### src/rtl/core/dq_pkg.sv
// ----------------------------------------------------------------------------
// Deque package
// Sizes, field widths, command and status codes, controller states and the
// memory request bundle shared by the deque files.
// ----------------------------------------------------------------------------
package dq_pkg;

  // Storage geometry. The ring wraps by address overflow, so DEPTH is a
  // power of two.
  localparam int DEPTH      = 256;
  localparam int DATA_WIDTH = 32;
  localparam int ADDR_W     = $clog2(DEPTH);
  localparam int CNT_W      = ADDR_W + 1;

  // Field widths on the channels.
  localparam int CMD_W    = 3;
  localparam int VALUE_W  = 32;
  localparam int INDEX_W  = 8;
  localparam int STATUS_W = 2;
  localparam int POS_W    = 8;
  localparam int COUNT_W  = 9;

  typedef logic [ADDR_W-1:0]     addr_t;
  typedef logic [CNT_W-1:0]      cnt_t;
  typedef logic [DATA_WIDTH-1:0] word_t;

  typedef enum logic [CMD_W-1:0] {
    CMD_PUSH_FRONT = 3'd0,
    CMD_PUSH_BACK  = 3'd1,
    CMD_POP_FRONT  = 3'd2,
    CMD_POP_BACK   = 3'd3,
    CMD_GET_FRONT  = 3'd4,
    CMD_GET_BACK   = 3'd5,
    CMD_FIND_FRONT = 3'd6,
    CMD_FIND_BACK  = 3'd7
  } cmd_t;

  typedef enum logic [STATUS_W-1:0] {
    STAT_OK    = 2'd0,
    STAT_FULL  = 2'd1,
    STAT_EMPTY = 2'd2
  } status_t;

  typedef enum logic [1:0] {
    ST_IDLE,
    ST_READ,
    ST_FIND
  } state_t;

  // One write port and one read port per cycle.
  typedef struct packed {
    logic  wr_en;
    addr_t wr_addr;
    word_t wr_data;
    logic  rd_en;
    addr_t rd_addr;
  } mem_req_t;

endpackage

### src/rtl/core/dq_ifs.sv
// ----------------------------------------------------------------------------
// Deque channel interfaces
// Valid/ready channels for request words and result words.
// ----------------------------------------------------------------------------
interface dq_in_if;
  logic                        valid;
  logic                        ready;
  logic [dq_pkg::CMD_W-1:0]    cmd;
  logic [dq_pkg::VALUE_W-1:0]  value;
  logic [dq_pkg::INDEX_W-1:0]  index;

  modport source (output valid, cmd, value, index, input ready);
  modport sink   (input valid, cmd, value, index, output ready);
endinterface

interface dq_out_if;
  logic                         valid;
  logic                         ready;
  logic [dq_pkg::STATUS_W-1:0]  status;
  logic [dq_pkg::VALUE_W-1:0]   data_out;
  logic [dq_pkg::POS_W-1:0]     position;
  logic [dq_pkg::COUNT_W-1:0]   count;

  modport source (output valid, status, data_out, position, count, input ready);
  modport sink   (input valid, status, data_out, position, count, output ready);
endinterface

### src/rtl/core/dq_ctrl.sv
// ----------------------------------------------------------------------------
// Deque controller
// Holds the ring pointers and count, issues memory accesses for each command,
// walks the ring for searches and keeps the result word register.
// ----------------------------------------------------------------------------
module dq_ctrl (
  input  logic             clk,
  input  logic             rst_n,
  dq_in_if.sink            in_ch,
  dq_out_if.source         out_ch,
  output dq_pkg::mem_req_t mem_req,
  input  dq_pkg::word_t    mem_rd_data
);
  import dq_pkg::*;

  state_t state_r, state_nxt;
  addr_t  front_r, front_nxt;
  addr_t  back_r, back_nxt;
  cnt_t   cnt_r, cnt_nxt;

  // Search walk.
  word_t  key_r, key_nxt;
  logic   dir_back_r, dir_back_nxt;
  addr_t  scan_slot_r, scan_slot_nxt;
  addr_t  scan_idx_r, scan_idx_nxt;

  // Result word register.
  logic                  out_valid_r;
  logic [STATUS_W-1:0]   out_status_r;
  logic [VALUE_W-1:0]    out_data_r;
  logic [POS_W-1:0]      out_pos_r;
  logic [COUNT_W-1:0]    out_count_r;

  logic    out_free;
  logic    accept;
  logic    load_out;
  status_t res_status;
  word_t   res_data;
  addr_t   res_pos;
  cmd_t    cmd;
  addr_t   idx_slot;
  cnt_t    scan_next_idx;

  assign out_free     = !out_valid_r || out_ch.ready;
  assign in_ch.ready  = (state_r == ST_IDLE) && out_free;
  assign accept       = in_ch.valid && in_ch.ready;
  assign cmd          = cmd_t'(in_ch.cmd);
  assign idx_slot     = addr_t'(in_ch.index);
  assign scan_next_idx = cnt_t'(scan_idx_r) + cnt_t'(1);

  // Command decode, pointer updates and search stepping.
  always_comb begin
    state_nxt     = state_r;
    front_nxt     = front_r;
    back_nxt      = back_r;
    cnt_nxt       = cnt_r;
    key_nxt       = key_r;
    dir_back_nxt  = dir_back_r;
    scan_slot_nxt = scan_slot_r;
    scan_idx_nxt  = scan_idx_r;
    mem_req       = '0;
    load_out      = 1'b0;
    res_status    = STAT_OK;
    res_data      = '0;
    res_pos       = '0;

    case (state_r)
      ST_IDLE: begin
        if (accept) begin
          case (cmd)
            CMD_PUSH_FRONT, CMD_PUSH_BACK: begin
              load_out = 1'b1;
              if (cnt_r == cnt_t'(DEPTH)) begin
                res_status = STAT_FULL;
              end else begin
                mem_req.wr_en   = 1'b1;
                mem_req.wr_data = word_t'(in_ch.value);
                cnt_nxt         = cnt_r + cnt_t'(1);
                if (cmd == CMD_PUSH_FRONT) begin
                  front_nxt       = front_r - addr_t'(1);
                  mem_req.wr_addr = front_r - addr_t'(1);
                end else begin
                  mem_req.wr_addr = back_r;
                  back_nxt        = back_r + addr_t'(1);
                end
              end
            end
            CMD_POP_FRONT, CMD_POP_BACK: begin
              if (cnt_r == '0) begin
                load_out   = 1'b1;
                res_status = STAT_EMPTY;
              end else begin
                mem_req.rd_en = 1'b1;
                cnt_nxt       = cnt_r - cnt_t'(1);
                state_nxt     = ST_READ;
                if (cmd == CMD_POP_FRONT) begin
                  mem_req.rd_addr = front_r;
                  front_nxt       = front_r + addr_t'(1);
                end else begin
                  mem_req.rd_addr = back_r - addr_t'(1);
                  back_nxt        = back_r - addr_t'(1);
                end
              end
            end
            CMD_GET_FRONT, CMD_GET_BACK: begin
              if (32'(in_ch.index) >= 32'(cnt_r)) begin
                load_out   = 1'b1;
                res_status = STAT_EMPTY;
              end else begin
                mem_req.rd_en = 1'b1;
                state_nxt     = ST_READ;
                if (cmd == CMD_GET_FRONT) begin
                  mem_req.rd_addr = front_r + idx_slot;
                end else begin
                  mem_req.rd_addr = back_r - addr_t'(1) - idx_slot;
                end
              end
            end
            default: begin
              // Search: start at the front slot or the last slot.
              key_nxt      = word_t'(in_ch.value);
              dir_back_nxt = (cmd == CMD_FIND_BACK);
              scan_idx_nxt = '0;
              if (cmd == CMD_FIND_BACK) begin
                scan_slot_nxt = back_r - addr_t'(1);
              end else begin
                scan_slot_nxt = front_r;
              end
              if (cnt_r == '0) begin
                load_out   = 1'b1;
                res_status = STAT_EMPTY;
              end else begin
                mem_req.rd_en   = 1'b1;
                mem_req.rd_addr = scan_slot_nxt;
                state_nxt       = ST_FIND;
              end
            end
          endcase
        end
      end

      ST_READ: begin
        // Read data is back; hand it to the result register.
        if (out_free) begin
          load_out  = 1'b1;
          res_data  = mem_rd_data;
          state_nxt = ST_IDLE;
        end
      end

      ST_FIND: begin
        // Compare the entry just read and fetch the next one on a miss.
        if (out_free) begin
          if (mem_rd_data == key_r) begin
            load_out  = 1'b1;
            res_pos   = scan_idx_r;
            state_nxt = ST_IDLE;
          end else if (scan_next_idx < cnt_r) begin
            if (dir_back_r) begin
              scan_slot_nxt = scan_slot_r - addr_t'(1);
            end else begin
              scan_slot_nxt = scan_slot_r + addr_t'(1);
            end
            scan_idx_nxt    = scan_idx_r + addr_t'(1);
            mem_req.rd_en   = 1'b1;
            mem_req.rd_addr = scan_slot_nxt;
          end else begin
            load_out   = 1'b1;
            res_status = STAT_EMPTY;
            state_nxt  = ST_IDLE;
          end
        end
      end

      default: begin
        state_nxt = ST_IDLE;
      end
    endcase
  end

  // Control state.
  always_ff @(posedge clk) begin
    if (!rst_n) begin
      state_r <= ST_IDLE;
      front_r <= '0;
      back_r  <= '0;
      cnt_r   <= '0;
    end else begin
      state_r <= state_nxt;
      front_r <= front_nxt;
      back_r  <= back_nxt;
      cnt_r   <= cnt_nxt;
    end
  end

  // Search context.
  always_ff @(posedge clk) begin
    key_r       <= key_nxt;
    dir_back_r  <= dir_back_nxt;
    scan_slot_r <= scan_slot_nxt;
    scan_idx_r  <= scan_idx_nxt;
  end

  // Result word valid flag.
  always_ff @(posedge clk) begin
    if (!rst_n) begin
      out_valid_r <= 1'b0;
    end else if (load_out) begin
      out_valid_r <= 1'b1;
    end else if (out_ch.ready) begin
      out_valid_r <= 1'b0;
    end
  end

  // Result word payload; the count is the one after this command.
  always_ff @(posedge clk) begin
    if (load_out) begin
      out_status_r <= res_status;
      out_data_r   <= VALUE_W'(res_data);
      out_pos_r    <= POS_W'(res_pos);
      out_count_r  <= COUNT_W'(cnt_nxt);
    end
  end

  assign out_ch.valid    = out_valid_r;
  assign out_ch.status   = out_status_r;
  assign out_ch.data_out = out_data_r;
  assign out_ch.position = out_pos_r;
  assign out_ch.count    = out_count_r;

endmodule

### src/flat_wrapper.sv
// flat-port wrapper written by rule: the top's interface ports become plain ports
module dq_ctrl_flat import dq_pkg::*;
  (clk, rst_n, mem_req, mem_rd_data, in_ch_valid, in_ch_cmd, in_ch_value, in_ch_index, in_ch_ready, out_ch_valid, out_ch_status, out_ch_data_out, out_ch_position, out_ch_count, out_ch_ready);
  dq_in_if in_ch_i ();
  dq_out_if out_ch_i ();
  input  logic clk;
  input  logic rst_n;
  output dq_pkg::mem_req_t mem_req;
  input  dq_pkg::word_t mem_rd_data;
  input wire logic [$bits(in_ch_i.valid)-1:0] in_ch_valid;
  input wire logic [$bits(in_ch_i.cmd)-1:0] in_ch_cmd;
  input wire logic [$bits(in_ch_i.value)-1:0] in_ch_value;
  input wire logic [$bits(in_ch_i.index)-1:0] in_ch_index;
  output wire logic [$bits(in_ch_i.ready)-1:0] in_ch_ready;
  output wire logic [$bits(out_ch_i.valid)-1:0] out_ch_valid;
  output wire logic [$bits(out_ch_i.status)-1:0] out_ch_status;
  output wire logic [$bits(out_ch_i.data_out)-1:0] out_ch_data_out;
  output wire logic [$bits(out_ch_i.position)-1:0] out_ch_position;
  output wire logic [$bits(out_ch_i.count)-1:0] out_ch_count;
  input wire logic [$bits(out_ch_i.ready)-1:0] out_ch_ready;
  assign in_ch_i.valid = in_ch_valid;
  assign in_ch_i.cmd = in_ch_cmd;
  assign in_ch_i.value = in_ch_value;
  assign in_ch_i.index = in_ch_index;
  assign in_ch_ready = in_ch_i.ready;
  assign out_ch_valid = out_ch_i.valid;
  assign out_ch_status = out_ch_i.status;
  assign out_ch_data_out = out_ch_i.data_out;
  assign out_ch_position = out_ch_i.position;
  assign out_ch_count = out_ch_i.count;
  assign out_ch_i.ready = out_ch_ready;
  dq_ctrl u_core (.clk(clk), .rst_n(rst_n), .in_ch(in_ch_i), .out_ch(out_ch_i), .mem_req(mem_req), .mem_rd_data(mem_rd_data));
endmodule
### config.mk
export PLATFORM = sky130hd
export DESIGN_NAME = dq_ctrl_flat
export DESIGN_NICKNAME = d
export VERILOG_FILES = /design/src/rtl/core/dq_pkg.sv /design/src/rtl/core/dq_ifs.sv /design/src/rtl/core/dq_ctrl.sv /design/src/flat_wrapper.sv
export SDC_FILE = /design/constraint.sdc
export NUM_CORES = 1
export LEC_CHECK = 0
export ABC_AREA = 0
export BUFFER_PORTS_ARGS = -buffer_cell sky130_fd_sc_hd__buf_4
export CORE_MARGIN = 3
export CORE_UTILIZATION = 55
export CTS_CLUSTER_SIZE = 12
export DETAILED_ROUTE_END_ITERATION = 6
export PLACE_DENSITY = 0.81
export SYNTH_ARGS = -nofsm -noshare
export SYNTH_HDL_FRONTEND = slang
export SYNTH_SLANG_ARGS = --single-unit
### constraint.sdc
create_clock -name clk -period 4.32 [get_ports clk]
set_input_delay 0.216 -clock clk [delete_from_list [all_inputs] [get_ports clk]]
set_output_delay 0.216 -clock clk [all_outputs]
set_load 0.01 [all_outputs]
==> results of run 1 <==
==> logic make-up after synthesis <==
kind of cell	Yosys count	synth area share
compound gates	170	0.1416
xor+xnor	76	0.08413
fa+ha+maj	46	0.07406
buf+inv	85	0.04121
flops	128	0.4413
mux	6	0.007438
simple gates	308	0.2103
==> state kept, by name, summed over array words and instances, names as in the netlist <==
name                    count
u_core.back_r               8
u_core.cnt_r                9
u_core.dir_back_r           1
u_core.front_r              8
u_core.key_r               32
u_core.out_ch.count         9
u_core.out_ch.data_out     32
u_core.out_ch.position      8
u_core.out_ch.status        2
u_core.out_ch.valid         1
u_core.scan_idx_r           8
u_core.scan_slot_r          8
u_core.state_r              2
==> power breakdown <==
part / switching [µW] / internal (µW) / total [µW]
combinational: 481 / 385 / 866
clock: 550 / 837 / 1390
sequential: 58.4 / 1450 / 1500
total: 1090 / 2670 / 3760
==> path summary, 6_finish.rpt <==
check                             from                          to  slack, ps  depth (start not counted)
setup / recovery      u_core.back_r[0]                  mem_req[7]        360                         12
hold / removal         mem_rd_data[25]  u_core.out_ch.data_out[25]         80                          2
setup reg to reg  u_core.scan_idx_r[0]   u_core.out_ch.position[3]        860                         10
hold reg to reg       u_core.back_r[1]            u_core.back_r[1]        570                          2
==> cell usage in the layout (no fill, tap or decap), drive strengths merged, types with 7 or more instances in the layout <==
cell,instances
and3,41
and2,59
buf,189
dlygate4sd3,32
dfxtp,28
nor4,9
o21ai,37
xor2,16
nand2,41
o21a,7
xnor2,59
a21oi,36
nor2,60
inv,37
edfxtp,100
a211oi,23
clkbuf,22
o211ai,9
nand3,20
nand2b,8
nor3b,7
ha,43
nor3,22
nand4,13
or3,7
==> synth_stat cells (3+ instances only) <==
cell type,number,area (µm²)
a21oi_1,36,180.2
nor3_1,22,110.1
nand2_1,41,153.9
xor2_1,16,140.1
nor2_1,60,225.2
dfxtp_1,28,560.5
buf_2,5,25.02
nor4_1,7,43.79
xnor2_1,59,516.8
nor3b_1,6,45.04
mux2i_1,6,60.06
or3_1,7,43.79
a21o_1,6,45.04
nor4b_1,3,26.28
ha_1,43,538.0
a211o_1,3,26.28
inv_1,35,131.4
a31oi_1,6,37.54
nand2b_1,8,50.05
o21a_1,7,52.55
fa_1,3,60.06
and2_1,59,369.1
and3_1,41,256.5
a22oi_1,3,22.52
nand4_1,13,81.33
and4_1,4,35.03
a211oi_1,23,172.7
nor2b_1,6,37.54
edfxtp_1,100,3003
o21bai_1,5,37.54
clkbuf_1,42,157.7
o21ai_0,37,185.2
o22ai_1,6,37.54
o2bb2ai_1,3,26.28
nand3_1,20,100.1
o211ai_1,8,60.06
==> critical path, cell delays in order, from the launching register on <==
cell and delay (ps):
dfxtp_1 500, inv_1 130, ha_1 250, nor3b_1 180, xnor2_1 340, inv_1 90, ha_1 270, or3_1 360
o221a_2 240, or3b_1 350, a311o_1 380, o211ai_2 80, buf_4 140
==> metal layers <==
metal	vias to the layer above	wire length, µm	track usage
met5	-	0	0
li1	3386	-	-
met4	0	625	0.1110
met1	3344	9812	0.4064
met3	56	1917	0.05686
met2	377	11740	0.4866
==> layout make-up <==
class / instances / area (µm²)
clock inverter: 10 / 73.82
inverter: 36 / 135.1
sequential: 128 / 3563
tap: 180 / 225.2
fill: 1005 / 3650
clock buffer: 22 / 508.0
multi-input combinational: 606 / 4202
timing repair buffer: 221 / 1739
==> stage by stage <==
step           hold WS, ps  setup WS, ps  power, µW  cell area, µm²
2_1_floorplan        314.9         780.7       2011            8075
3_3_place_gp         402.1          1002       2336            9544
3_5_place_dp         403.5         872.7       2353            9544
4_1_cts              69.72         386.3       3757           10450
5_1_grt              74.11         200.4       3907           10450
6_report             82.68         360.9       3757           10450
==> what timing repair did <==
| item | in CTS | in global routing |
|---|---|---|
| hold buffers | 32 | 0 |
| gates resized for setup | 0 | 0 |
| hold endpoints to repair | 32 | 0 |
==> impl_metrics.env, run 1 <==
export IMPL_initial_core_util=0.5729
export IMPL_synth_yosys_warnings=0
export IMPL_portBuffers=181
export IMPL_antenna_cells_inserted=0
export IMPL_layout_area_overhead_vs_synth_pct=29.36
export IMPL_tritoncts="done"
export IMPL_worst_slew_pin_tran_ps=1268
export IMPL_syn_area_per_cell_um2=9.860
export IMPL_p_leak_uw=0.004350
export IMPL_ctsHtreeMaxLevel=4
export IMPL_relSlewSlack=0.1549
export IMPL_grt_overflow_total=0
export IMPL_synth_cell_area_mm2=0.008075
export IMPL_drc=0
export IMPL_design_portCount=182
export IMPL_synth_seq_area_share=0.4413
export IMPL_vdd_ir_drop_worst_uv=330.2
export IMPL_globalplace_congestion=0.9124
export IMPL_synth_seq_cells=128
export IMPL_worstHoldPathType="input pin to flop"
export IMPL_worst_path_maximum_fanout=8
export IMPL_grt_start_max_net_pins=52
export IMPL_max_cap_viol_count=0
export IMPL_drt_pass1_iterations=5
export IMPL_final_min_clock_period_ps=3959
export IMPL_fin_util=0.7411
export IMPL_clk_transition_reported_paths_ps=60
export IMPL_number_of_antenna_violations_at_the_first_check_in_global_routing=0
export IMPL_postSynthCellCount=819
export IMPL_postRouteWirelength_um=24090
export IMPL_worst_setup_path_end_kind="primary output"
export IMPL_timing_critical_path_from_type="flop"
export IMPL_post_route_cells_drive_above_1_share=0.2287
export IMPL_clkLatencyLatePin_ps=430
export IMPL_run_status="completed"
export IMPL_max_clock_freq_ghz=0.2526
export IMPL_grt_use_total=0.3010
export IMPL_route_detailed_vias_per_inst=5.954
export IMPL_final_cells=1203
export IMPL_die_width_um=127.2
export IMPL_synth_edf_count=100
export IMPL_design_final_nets=1135
export IMPL_mappedNetlistNets=944
export IMPL_yosys_most_used_dff="edfxtp_1"
export IMPL_core_area_mm2=0.01410
export IMPL_detailroute_via_count=7163
export IMPL_timing_worst_setup_path_type="flop to primary output"
export IMPL_power_per_cell_area_mw_per_mm2=359.7
export IMPL_totalNegativeSetupSlack_ps=0
export IMPL_post_cts_buffers=0
export IMPL_drt_first_iter_violations=710
export IMPL_critical_path_required_ps=4100
export IMPL_via_count_of_the_first_global_routing_pass=6743
export IMPL_final_period_utilization=0.9165
export IMPL_clk_root_buffer_cell="clkbuf_16"
export IMPL_asyncSetResetFlopFracSynth=0
export IMPL_wl_per_cell_um=20.03
export IMPL_arrival_ps=3740
export IMPL_number_of_different_library_cells_in_the_post_synthesis_netlist=70
export IMPL_dieHeight_um=127.2
export IMPL_die_ar_mm2=0.01617
export IMPL_ant_nets=0
export IMPL_pins_over_their_slew_limit=0
export IMPL_finalSetupViolCount=0
export IMPL_num_rows=43
export IMPL_clock_sinks=128
export IMPL_numCtsBuffers=17
export IMPL_dp_cells=1139
export IMPL_hpwl_um=17200
export IMPL_skew_ps=9.101
export IMPL_clk_path_buf_depth=2
export IMPL_grt_setup_unrepaired="no"
export IMPL_hold_viol_final=0
export IMPL_wire_length_of_the_first_global_routing_pass_um=37670
Note: power is estimated with default switching activity, not from simulation.
==> inputs of run 2 (changes only) <==
CELL_PAD_IN_SITES_DETAIL_PLACEMENT = 1   (was not set)
CELL_PAD_IN_SITES_GLOBAL_PLACEMENT = 1   (was not set)
CORE_UTILIZATION = 42   (was 55)
==> impl_metrics.env, run 2 (same netlist as run 1, synthesis figures left out) <==
export IMPL_numCtsBuffers=17
export IMPL_worstHoldPathType="input pin to flop"
export IMPL_max_clock_freq_ghz=0.2515
export IMPL_ctsHtreeMaxLevel=4
export IMPL_totalNegativeSetupSlack_ps=0
export IMPL_clock_sinks=128
export IMPL_vdd_ir_drop_worst_uv=263.9
export IMPL_antenna_cells_inserted=0
export IMPL_critical_path_startpoint="u_core.back_r[0]"
export IMPL_drt_pass1_iterations=5
export IMPL_final_cells=1258
export IMPL_max_cap_viol_count=0
export IMPL_clk_root_buffer_cell="clkbuf_16"
export IMPL_postRouteWirelength_um=27970
export IMPL_wl_per_cell_um=22.23
export IMPL_finalSetupViolCount=0
export IMPL_initial_core_util=0.4303
export IMPL_timing_worst_setup_path_type="flop to primary output"
export IMPL_final_period_utilization=0.9205
export IMPL_placed_cell_area_mm2=0.009629
export IMPL_post_cts_sizing=0
export IMPL_portBuffers=181
export IMPL_final_min_clock_period_ps=3977
export IMPL_die_width_um=144.7
export IMPL_grt_start_max_net_pins=41
export IMPL_grt_use_total=0.2635
export IMPL_area_sequential_mm2=0.003563
export IMPL_design_portCount=182
export IMPL_final_critical_path_setup_slack_ps=343.4
export IMPL_arrival_ps=3760
export IMPL_worstReg2RegEnd="u_core.out_ch.data_out[18]"
export IMPL_wire_length_of_the_first_global_routing_pass_um=42220
export IMPL_run_status="completed"
export IMPL_ant_nets=0
export IMPL_crit_end="mem_req[7]"
export IMPL_clkLatencyLatePin_ps=420
export IMPL_clk_transition_reported_paths_ps=60
export IMPL_reg2reg_depth=11
export IMPL_mostFrequentLayoutCells="191 x buf_4, 100 x edfxtp_1, 59 x xnor2_1, 59 x nor2_1, 59 x and2_1"
export IMPL_hpwl_um=20080
export IMPL_p_leak_uw=0.004352
export IMPL_tritoncts="done"
export IMPL_core_area_mm2=0.01877
export IMPL_worst_path_maximum_fanout=8
export IMPL_ff2ff_setup_slack_ps=770
export IMPL_multi_input_comb_area_mm2=0.004204
export IMPL_number_of_antenna_violations_at_the_first_check_in_global_routing=0
export IMPL_dp_cells=1195
export IMPL_pins_over_their_slew_limit=0
export IMPL_post_route_cell_area_mm2=0.01049
export IMPL_filler_cells_inserted=2103
export IMPL_clk_path_buf_depth=2
export IMPL_hold_viol_final=0
export IMPL_hold_start="mem_rd_data[8]"
export IMPL_route_detailed_vias_per_inst=5.715
export IMPL_globalplace_congestion=0.9214
export IMPL_skew_ps=9.707
export IMPL_dieHeight_um=144.7
export IMPL_critical_path_max_stage_delay_ps=500
export IMPL_timing_rr_start="u_core.scan_idx_r[0]"
export IMPL_dp_worst_setup_slack_ps=820.4
export IMPL_cts_hold_buffers=31
export IMPL_grt_setup_unrepaired="no"
export IMPL_die_ar_mm2=0.02093
export IMPL_detailroute_via_count=7190
export IMPL_timing_critical_path_from_type="flop"
export IMPL_power_per_cell_area_mw_per_mm2=358.3
export IMPL_via_count_of_the_first_global_routing_pass=7377
export IMPL_slowest_stage="dfxtp_1"
export IMPL_finalHoldWorstSlack_ps=88.66
export IMPL_grt_overflow_total=0
export IMPL_post_cts_buffers=0
export IMPL_relSlewSlack=0.3048
export IMPL_most_common_library_cell_in_the_layout_ignoring_fill_and_taps="buf_4"
export IMPL_crit_chain="inv_1 > ha_1 > nor3b_1 > xnor2_1 > inv_1 > ha_1 > or3_1 > o221a_2 > or3b_1 > a311o_1 > o211ai_2 > buf_4"
export IMPL_critical_path_required_ps=4100
export IMPL_drc=0
export IMPL_worst_slew_pin_tran_ps=1037
export IMPL_post_route_cells_drive_above_1_share=0.2314
export IMPL_design_final_nets=1137
export IMPL_drt_first_iter_violations=420
export IMPL_layout_area_overhead_vs_synth_pct=29.92
export IMPL_worst_setup_path_end_kind="primary output"
export IMPL_num_rows=50
==> run 2: how the worst min path moves through the flow <==
stage	endpoint	cells past startpoint
floorplan	u_core.key_r[0]	0
global placement	u_core.key_r[9]	1
detailed placement	u_core.key_r[10]	1
CTS	u_core.key_r[11]	1
global route	u_core.out_ch.data_out[7]	2
finish	u_core.out_ch.data_out[8]	2
==> run 2: layout make-up <==
class,instances,area share
Clock buffer,17,0.04055
Multi-Input combinational cell,606,0.4007
Clock inverter,14,0.01109
Timing Repair Buffer,223,0.1672
Sequential cell,128,0.3397
Tap cell,234,0.02791
Inverter,36,0.01288
==> run 2: where the power goes <==
part,switching [µW],internal [µW]
Combinational,509,388
Sequential,61.5,1440
Clock,573,784
==> run 2: routing by layer <==
layer,track usage,routed length (µm),part of all wire
met1,0.3241,11790,0.42
met2,0.4726,14180,0.51
met3,0.05357,1575,0.056
met4,0.06775,422,0.015
met5,0,0,0
==> run 2: metrics by stage <==
step	power, µW	utilization
floorplan	2011	-
global placement	2358	0.5131
detailed placement	2385	0.5131
CTS	3773	0.5585
global route	3926	0.5590
finish	3759	0.5590
==> run 2: worst max-delay path, delay by kind of cell, from the launching register on <==
family                   cells  cell delay [ps]
AO/OA/AOI/OAI                3              710
XOR/XNOR                     1              330
adder cells (fa/ha/maj)      2              530
buffers and inverters        3              380
flip-flops                   1              500
AND/OR/NAND/NOR              3              870
